File: src/tsb_pkg.sv
// Shared types and constants for the texture slot batcher.
`default_nettype none

package tsb_pkg;

    localparam int TSB_MAX_SLOTS       = 32;
    localparam int TSB_MAX_BATCH_QUADS = 1024;

    // slot counts run 1..32, so six bits cover any legal table size
    localparam int TSB_SLOT_CNT_W = 6;
    localparam int TSB_ID_W       = 32;
    localparam int TSB_TDATA_W    = 104;

    typedef enum logic [1:0] {
        REQ_PLAIN = 2'd0,
        REQ_TEX   = 2'd1,
        REQ_BEGIN = 2'd2,
        REQ_END   = 2'd3
    } t_req;

    typedef struct packed {
        logic load;   // capture input transaction
        logic exec;   // request handling, batch-full or end flush, white compare
        logic scan;   // compare one table entry
        logic fin;    // insert or table-full flush, load output register
    } t_cmd;

    typedef struct packed {
        logic                      scan_more;
        logic                      scan_done;
        logic                      out_free;
        logic [TSB_SLOT_CNT_W-1:0] slots_used;
    } t_stat;

endpackage

`default_nettype wire

File: src/texture_slot_batcher_core.sv
// Texture slot batcher: top level joining controller and datapath.
// One transaction in, one result out. An accepted item passes the exec state, a scan of
// the slot table one entry at a time when needed (the single read port of the table sets
// this) and the fin state, which waits for a free output register; only then is the next item accepted.
// The result is loaded into the output register in the fin state.
// Synchronous active-low reset: empty batch, counters and white id cleared.
`default_nettype none

module texture_slot_batcher_core
    import tsb_pkg::*;
#(
    parameter int MAX_SLOTS       = TSB_MAX_SLOTS,
    parameter int MAX_BATCH_QUADS = TSB_MAX_BATCH_QUADS
) (
    input  wire logic                   i_clk,
    input  wire logic                   i_rst_n,
    input  wire logic                   i_cfg_wr_en,
    input  wire logic [TSB_ID_W-1:0]    i_cfg_wr_data,
    input  wire logic                   i_s_axis_tvalid,
    output logic                        o_s_axis_tready,
    // [31:0] tex_ref
    input  wire logic [TSB_ID_W-1:0]    i_s_axis_tdata,
    // [1:0] req_type
    input  wire logic [1:0]             i_s_axis_tuser,
    output logic                        o_m_axis_tvalid,
    input  wire logic                   i_m_axis_tready,
    // [4:0] slot, [16:5] vertex_base, [29:17] flushed_index_count,
    // [35:30] flushed_slot_count, [67:36] draw_calls, [99:68] quad_total
    output logic [TSB_TDATA_W-1:0]      o_m_axis_tdata,
    // [0] flush_done
    output logic                        o_m_axis_tuser
);

    t_cmd  cmd;
    t_stat stat;

    tsb_ctrl u_ctrl (
        .i_clk      (i_clk),
        .i_rst_n    (i_rst_n),
        .i_in_valid (i_s_axis_tvalid),
        .o_in_ready (o_s_axis_tready),
        .i_stat     (stat),
        .o_cmd      (cmd)
    );

    tsb_dpath #(
        .MAX_SLOTS       (MAX_SLOTS),
        .MAX_BATCH_QUADS (MAX_BATCH_QUADS)
    ) u_dpath (
        .i_clk         (i_clk),
        .i_rst_n       (i_rst_n),
        .i_cmd         (cmd),
        .o_stat        (stat),
        .i_cfg_wr_en   (i_cfg_wr_en),
        .i_cfg_wr_data (i_cfg_wr_data),
        .i_in_user     (i_s_axis_tuser),
        .i_in_data     (i_s_axis_tdata),
        .o_out_valid   (o_m_axis_tvalid),
        .i_out_ready   (i_m_axis_tready),
        .o_out_data    (o_m_axis_tdata),
        .o_out_user    (o_m_axis_tuser)
    );

    a_slots_range: assert property (@(posedge i_clk) disable iff (!i_rst_n)
        (stat.slots_used != '0) && (stat.slots_used <= TSB_SLOT_CNT_W'(MAX_SLOTS)))
        else $error("slot count out of range");

    a_busy_after_accept: assert property (@(posedge i_clk) disable iff (!i_rst_n)
        (i_s_axis_tvalid && o_s_axis_tready) |=> !o_s_axis_tready)
        else $error("input taken while an item is in work");

    a_no_flush_fields: assert property (@(posedge i_clk) disable iff (!i_rst_n)
        (o_m_axis_tvalid && !o_m_axis_tuser) |-> (o_m_axis_tdata[35:17] == '0))
        else $error("flush details without a flush");

    a_flush_slots: assert property (@(posedge i_clk) disable iff (!i_rst_n)
        (o_m_axis_tvalid && o_m_axis_tuser) |-> (o_m_axis_tdata[35:30] != '0))
        else $error("flush reported with no bound slots");

endmodule

`default_nettype wire

File: src/tsb_ctrl.sv
// Controller state machine for the texture slot batcher.
`default_nettype none

module tsb_ctrl
    import tsb_pkg::*;
(
    input  wire logic  i_clk,
    input  wire logic  i_rst_n,
    input  wire logic  i_in_valid,
    output logic       o_in_ready,
    input  wire t_stat i_stat,
    output t_cmd       o_cmd
);

    typedef enum logic [3:0] {
        S_IDLE = 4'b0001,
        S_EXEC = 4'b0010,
        S_SCAN = 4'b0100,
        S_FIN  = 4'b1000
    } t_state;

    t_state r_state;
    t_state n_state;

    always_comb begin
        n_state    = r_state;
        o_cmd      = '0;
        o_in_ready = 1'b0;
        case (r_state)
            S_IDLE: begin
                o_in_ready = 1'b1;
                if (i_in_valid) begin
                    o_cmd.load = 1'b1;
                    n_state    = S_EXEC;
                end
            end
            S_EXEC: begin
                o_cmd.exec = 1'b1;
                n_state    = i_stat.scan_more ? S_SCAN : S_FIN;
            end
            S_SCAN: begin
                o_cmd.scan = 1'b1;
                if (i_stat.scan_done) begin
                    n_state = S_FIN;
                end
            end
            S_FIN: begin
                // wait until the output register can take the result
                if (i_stat.out_free) begin
                    o_cmd.fin = 1'b1;
                    n_state   = S_IDLE;
                end
            end
            default: begin
                n_state = S_IDLE;
            end
        endcase
    end

    always_ff @(posedge i_clk) begin
        if (!i_rst_n) begin
            r_state <= S_IDLE;
        end else begin
            r_state <= n_state;
        end
    end

endmodule

`default_nettype wire

File: src/tsb_dpath.sv
// Datapath of the texture slot batcher: slot table, counters and output register.
`default_nettype none

module tsb_dpath
    import tsb_pkg::*;
#(
    parameter int MAX_SLOTS       = TSB_MAX_SLOTS,
    parameter int MAX_BATCH_QUADS = TSB_MAX_BATCH_QUADS
) (
    input  wire logic                   i_clk,
    input  wire logic                   i_rst_n,
    input  wire t_cmd                   i_cmd,
    output t_stat                       o_stat,
    input  wire logic                   i_cfg_wr_en,
    input  wire logic [TSB_ID_W-1:0]    i_cfg_wr_data,
    input  wire logic [1:0]             i_in_user,
    input  wire logic [TSB_ID_W-1:0]    i_in_data,
    output logic                        o_out_valid,
    input  wire logic                   i_out_ready,
    output logic [TSB_TDATA_W-1:0]      o_out_data,
    output logic                        o_out_user
);

    localparam int QW = $clog2(MAX_BATCH_QUADS + 1);
    localparam int SW = (MAX_SLOTS > 1) ? $clog2(MAX_SLOTS) : 1;
    localparam int UW = TSB_SLOT_CNT_W;
    localparam logic [QW-1:0] MAX_Q      = QW'(MAX_BATCH_QUADS);
    localparam logic [UW-1:0] MAX_SLOT_U = UW'(MAX_SLOTS);

    // slot table; entry 0 is never used, the white id stands in for it
    logic [TSB_ID_W-1:0] mem [MAX_SLOTS];
    logic [TSB_ID_W-1:0] r_rd;
    logic [SW-1:0]       rd_addr;
    logic [SW-1:0]       wr_addr;
    logic                wr_en;

    t_req                r_req;
    logic [TSB_ID_W-1:0] r_id;
    logic [TSB_ID_W-1:0] r_white;
    logic [UW-1:0]       r_slots,   n_slots;
    logic [QW-1:0]       r_quads,   n_quads;
    logic [31:0]         r_draw,    n_draw;
    logic [31:0]         r_qtot,    n_qtot;
    logic                r_fl_done, n_fl_done;
    logic [12:0]         r_fl_idx,  n_fl_idx;
    logic [UW-1:0]       r_fl_slots, n_fl_slots;
    logic [4:0]          r_slot,    n_slot;
    logic                r_hit,     n_hit;
    logic [SW-1:0]       r_idx,     n_idx;
    logic [11:0]         vbase;

    logic                r_out_vld;
    logic [TSB_TDATA_W-1:0] r_out_data;
    logic                r_out_user;

    logic          is_quad;
    logic          flush_a;
    logic [UW-1:0] slots_eff;
    logic          white_hit;
    logic          scan_match;
    logic          scan_last;
    logic [12:0]   q13;
    logic [11:0]   q12;
    logic [QW-1:0] q_cur;

    assign is_quad    = r_req inside {REQ_PLAIN, REQ_TEX};
    assign flush_a    = (is_quad && (r_quads >= MAX_Q)) || (r_req == REQ_END);
    assign slots_eff  = flush_a ? UW'(1) : r_slots;
    assign white_hit  = (r_id == r_white);
    assign scan_match = (r_rd == r_id);
    assign scan_last  = ((UW'(r_idx) + UW'(1)) >= r_slots);
    assign q13        = 13'(r_quads);
    assign rd_addr    = i_cmd.exec ? SW'(1) : (r_idx + SW'(1));

    always_comb begin
        n_slots    = r_slots;
        n_quads    = r_quads;
        n_draw     = r_draw;
        n_qtot     = r_qtot;
        n_fl_done  = r_fl_done;
        n_fl_idx   = r_fl_idx;
        n_fl_slots = r_fl_slots;
        n_slot     = r_slot;
        n_hit      = r_hit;
        n_idx      = r_idx;
        wr_en      = 1'b0;
        wr_addr    = r_slots[SW-1:0];
        q_cur      = r_quads;
        q12        = 12'(r_quads);
        vbase      = '0;

        if (i_cmd.exec) begin
            n_fl_done  = 1'b0;
            n_fl_idx   = '0;
            n_fl_slots = '0;
            n_slot     = '0;
            n_hit      = (r_req == REQ_TEX) ? white_hit : 1'b1;
            n_idx      = SW'(1);
            if (r_req == REQ_BEGIN) begin
                n_quads = '0;
                n_slots = UW'(1);
            end
            if (flush_a) begin
                if (r_quads != '0) begin
                    n_fl_done  = 1'b1;
                    n_fl_idx   = (q13 << 2) + (q13 << 1);
                    n_fl_slots = r_slots;
                    n_draw     = r_draw + 32'd1;
                end
                n_quads = '0;
                n_slots = UW'(1);
            end
        end

        if (i_cmd.scan) begin
            if (scan_match) begin
                n_slot = 5'(r_idx);
                n_hit  = 1'b1;
            end else if (!scan_last) begin
                n_idx = r_idx + SW'(1);
            end
        end

        if (i_cmd.fin && is_quad) begin
            if ((r_req == REQ_TEX) && !r_hit) begin
                wr_en = 1'b1;
                if (r_slots >= MAX_SLOT_U) begin
                    // table full: draw the batch, texture lands in slot 1
                    if (r_quads != '0) begin
                        n_fl_done  = 1'b1;
                        n_fl_idx   = (q13 << 2) + (q13 << 1);
                        n_fl_slots = r_slots;
                        n_draw     = r_draw + 32'd1;
                    end
                    wr_addr = SW'(1);
                    n_slot  = 5'd1;
                    n_slots = UW'(2);
                    q_cur   = '0;
                end else begin
                    n_slot  = 5'(r_slots);
                    n_slots = r_slots + UW'(1);
                end
            end
            q12     = 12'(q_cur);
            vbase   = q12 << 2;
            n_quads = q_cur + QW'(1);
            n_qtot  = r_qtot + 32'd1;
        end
    end

    always_ff @(posedge i_clk) begin
        if (wr_en) begin
            mem[wr_addr] <= r_id;
        end
        r_rd <= mem[rd_addr];
    end

    always_ff @(posedge i_clk) begin
        if (i_cmd.load) begin
            r_req <= t_req'(i_in_user);
            r_id  <= i_in_data;
        end
        r_fl_done  <= n_fl_done;
        r_fl_idx   <= n_fl_idx;
        r_fl_slots <= n_fl_slots;
        r_slot     <= n_slot;
        r_hit      <= n_hit;
        r_idx      <= n_idx;
        if (i_cmd.fin) begin
            r_out_data <= {4'b0, n_qtot, n_draw, n_fl_slots, n_fl_idx, vbase, n_slot};
            r_out_user <= n_fl_done;
        end
    end

    always_ff @(posedge i_clk) begin
        if (!i_rst_n) begin
            r_white   <= '0;
            r_slots   <= UW'(1);
            r_quads   <= '0;
            r_draw    <= '0;
            r_qtot    <= '0;
            r_out_vld <= 1'b0;
        end else begin
            if (i_cfg_wr_en) begin
                r_white <= i_cfg_wr_data;
            end
            r_slots <= n_slots;
            r_quads <= n_quads;
            r_draw  <= n_draw;
            r_qtot  <= n_qtot;
            if (i_cmd.fin) begin
                r_out_vld <= 1'b1;
            end else if (i_out_ready) begin
                r_out_vld <= 1'b0;
            end
        end
    end

    always_comb begin
        o_stat.scan_more  = (r_req == REQ_TEX) && !white_hit && (slots_eff > UW'(1));
        o_stat.scan_done  = scan_match || scan_last;
        o_stat.out_free   = !r_out_vld || i_out_ready;
        o_stat.slots_used = r_slots;
    end

    assign o_out_valid = r_out_vld;
    assign o_out_data  = r_out_data;
    assign o_out_user  = r_out_user;

endmodule

`default_nettype wire

File: config.mk
export PLATFORM = sky130hd
export DESIGN_NAME = texture_slot_batcher_core
export DESIGN_NICKNAME = d
export VERILOG_FILES = /design/src/tsb_pkg.sv /design/src/texture_slot_batcher_core.sv /design/src/tsb_ctrl.sv /design/src/tsb_dpath.sv
export SDC_FILE = /design/constraint.sdc
export NUM_CORES = 2
export LEC_CHECK = 0
export ABC_AREA = 0
export BUFFER_PORTS_ARGS = -buffer_cell sky130_fd_sc_hd__buf_2
export CORE_UTILIZATION = 45
export CTS_CLUSTER_DIAMETER = 200
export DETAILED_ROUTE_END_ITERATION = 7
export HOLD_SLACK_MARGIN = 0.08
export PLACE_DENSITY_LB_ADDON = 0.1
export RECOVER_POWER = 50
export SKIP_LAST_GASP = 1
export SLEW_MARGIN = 10
export SYNTH_ARGS = -nofsm -noshare
export SYNTH_HDL_FRONTEND = slang
export SYNTH_SLANG_ARGS = --single-unit
File: constraint.sdc
create_clock -name i_clk -period 5.55 [get_ports i_clk]
set_input_delay 0.555 -clock i_clk [delete_from_list [all_inputs] [get_ports i_clk]]
set_output_delay 0.555 -clock i_clk [all_outputs]
set_load 0.01 [all_outputs]
==> results.md <==
* Post-detailed-placement cell area at 0.0557 sq mm
* Final worst path period need at 4370 ps
* Placed cell count at 5,110
* Number of nets in the layout at 3,899
* Simple-gate share of the synthesized area at 8.25%
* Antenna viol nets, final at 0
* Critical path capture point type: flop
* HPWL Detailed at between 90 and 100 mm
* Multiplexer area fraction after synthesis at ~4.4%
* Wire length of the first global-routing pass at 222 mm
* Class of the most critical setup path: reg -> reg
* H-tree levels at 4
* PortBufs at 171
* FF-to-FF path depth at 5
* Initial core utilization at 45.3%
* Number of max-cap violations at 34
* Fin cells at approximately 5,400
* Post-synthesis sequential area ratio at 73.0%
* Arithmetic-cell share of the synthesized area counting full adders, half adders and majority gates at less than 1%
* Die Span Y at ~340 um
* Setup_tns at 0 ps
* Final design utilization at a little over half
* CTS tree: done
* Most used cells in the layout excluding fill and tap cells: edfxtp_1 (1,157), nand2_1 (282), mux2i_1 (230)
* Worst setup path endpoint: u_dpath.mem[11][6]
* Yosys reg bits at 1,338
* Clock-pin slew on the worst setup and hold paths at ~60 ps
* CP max FO at 32
* Width of the die at approximately 340 um
* Remaining global-route overflow at 0
* Number of design-rule violations left by the first detailed-router iteration at roughly 3,300
* Power consumption at about 25 mW
* Worst min path class: in -> reg
* Count of final setup violators at 0
* Crit path DAT at 4740 ps
* Area of the die at 0.118 sq mm
* Length of the first detailed-routing pass in iterations at 6
* Rows at 125
* Via count of the first global-routing pass at 32,144
* Source of the critical timing path: u_ctrl.r_state[3]
* Post-synthesis compound-gate area fraction at 9.28%
* Run status: finished, violations left
* Data required, critical path at 5920 ps
* Clock insertion delay at the later pin of the skew report at 770 ps
* Synthesized-area fraction occupied by xor and xnor cells at 2.30%
* Setup slack, reg-to-reg at 1180 ps
* Setup repair after global routing missed its margin: false
* Placement Setup Slack at 1250 ps
* Signed area change from the synthesized netlist to the final layout at 15.4%
* Critical-path cell with the highest stage delay: nor2_4
* Detailed-route via count at 32,497
* Count of mapped cells out of synthesis at 3,537
* Commonest non-fill, non-tap cell in the layout: edfxtp_1
* # clock sinks at 1,338
* Number of enable-type register cells in the synthesized netlist at 1,157
* Post-CTS Setup Bufs at 0
* Initial antenna violation count at 14
* Fraction of final layout cells with drive strength greater than 1 at 10.2%
* Leakage power figure at 20.6 nW
* CTS buffer count at 146
* PostCTS Resize Cnt at 0
* Main combinational cell family by area after synthesis: compound AO/OA/AOI/OAI gates
* Cell breakdown of the critical path: or4b_1 -> or4_1 -> inv_1 -> nand4_1 -> nor2_4
* Worst hold slack at 255 ps
* Cts-stage hold buffer count at 66
* Transition at the pin with the smallest max-transition slack at roughly 3500 ps
* All-layer global routing usage at 25.9%
* Synthesis warning total at 0
* Source of the worst register-to-register timing path: u_ctrl.r_state[3]
* Final routed DRC violation total at 0
* Endpoint of the most critical register-to-register path: u_dpath.mem[11][6]
* Final slew viol count at 1,279
* Post-synthesis instance area at between 0.05 and 0.06 sq mm
* Count of distinct cell types in the synthesized netlist at 68
* Failing checks: max-capacitance violations, max-slew violations
* Mean area per synthesized cell at approximately 15 sq um
* Area of the core region at 0.116 sq mm
* Largest incremental delay on the critical path at 1170 ps
* Maximum number of buffers from clock root to sink at 3
* Final hold vios at 0
* DR vias/cell at 5.97
* RePlAce Congestion at roughly 0.91
* Nature of the critical path startpoint: flop
* # IOs at 178
* Most common flop cell mapped by yosys: edfxtp_1
* Fraction of registers with async set/reset at 0%
* Power density over the cells at 405 mW/mm^2
* Post-Layout Inst Area at 0.0606 sq mm
* Root Driver: clkbuf_16
* Pin count of the biggest net entering global routing at 160
* Slew HR at -130%
* Final Routed Wirelength at 153 mm
* Drt wl/cell at approximately 28 um
* Share of the cycle needed by the critical path after routing at approximately 79%
* Maximum clock frequency at 229 MHz
* Worst-case setup margin in the final layout at 1180 ps
* Worst clock skew on the final layout at 32.8 ps
* Maximum resistive drop on vdd at 0.000298 V
cell usage after synthesis, drive strengths merged, types with 3 or more instances:
master	n	area share (%)
o22a	3	0.050
dfxtp	181	6.9
and4	8	0.13
xnor2	86	1.4
nor2	145	1.0
nor2b	36	0.43
clkbuf	183	1.3
inv	35	0.25
mux2i	230	4.4
a32oi	65	1.1
and3	101	1.2
and2	72	0.86
nor4b	4	0.079
a31oi	8	0.095
nor3	29	0.30
a21o	5	0.071
ha	27	0.64
xor2	52	0.87
edfxtp	1157	66
buf	47	0.46
a22oi	3	0.043
mux2	3	0.064
nor4	19	0.23
nand3	60	0.57
nand2b	7	0.083
o21ai	52	0.50
a22o	49	0.82
o211ai	35	0.50
o221ai	93	1.6
a21oi	99	0.95
or4	3	0.043
a211oi	123	1.8
nand4	42	0.50
o211a	3	0.057
nand2	285	2.0
or3	7	0.093
o22ai	124	1.5
nor4bb	29	0.55
cell families after synthesis:
group / Yosys count
buffers and inverters: 266
AND/OR/NAND/NOR: 853
other: 1
multiplexers: 233
flip-flops: 1338
AO/OA/AOI/OAI: 680
adder cells (fa/ha/maj): 28
XOR/XNOR: 138
state kept, by name, indices dropped and copies added, names as in the netlist:
register and count:
u_dpath.mem 1024, u_dpath.o_out_data 98, u_dpath.r_draw 32, u_dpath.r_id 32, u_dpath.r_qtot 32, u_dpath.r_rd 32
u_dpath.r_white 32, u_dpath.r_fl_idx 13, u_dpath.r_quads 11, u_dpath.r_fl_slots 6, u_dpath.r_slots 6, u_dpath.r_idx 5
u_dpath.r_slot 5, u_ctrl.r_state 4, u_dpath.r_req 2, u_dpath.o_out_user 1, u_dpath.o_out_valid 1, u_dpath.r_fl_done 1
u_dpath.r_hit 1
critical path, delay by kind of cell, from the launching register on:
family	cells	cell delay [ps]
and+or+nand+nor	4	3200
DFF	1	460
buffers and inverters	1	270
how the worst min path moves through the flow:
stage | from | endpoint | slack [ps] | cells past startpoint
floorplan | u_dpath.r_fl_done | u_dpath.r_fl_done | 420 | 1
global placement | u_dpath.r_fl_done | u_dpath.r_fl_done | 440 | 1
detailed placement | u_dpath.r_fl_done | u_dpath.r_fl_done | 450 | 1
CTS | i_rst_n | u_dpath.r_slots[0] | 110 | 2
global route | i_m_axis_tready | u_dpath.o_out_valid | 260 | 3
finish | i_m_axis_tready | u_dpath.o_out_valid | 250 | 3
layer usage:
layer	GRT usage [%]	vias up	share of wire, %
met2	39.7	1372	45
li1	-	14321	-
met4	9.72	4	3.8
met5	0	-	0.017
met1	36.7	16567	43
met3	5.17	233	8.2
area by class of cell:
class                   instances  area, sq um
repair buffers                340         2090
clock buffers                 210         4070
well taps                    1524         1910
clock inverters                59          537
multi-input cells            1938        13500
flip-flops and latches       1338        38400
fillers                      9630        55400
inverters                      36          145
diodes                          2         5.00
power breakdown:
part	internal, mW	switching, mW
Combinational	1.13	2.37
Sequential	11.4	0.321
Clock	5.29	4.02
Note: power is estimated with default switching activity, not from simulation.
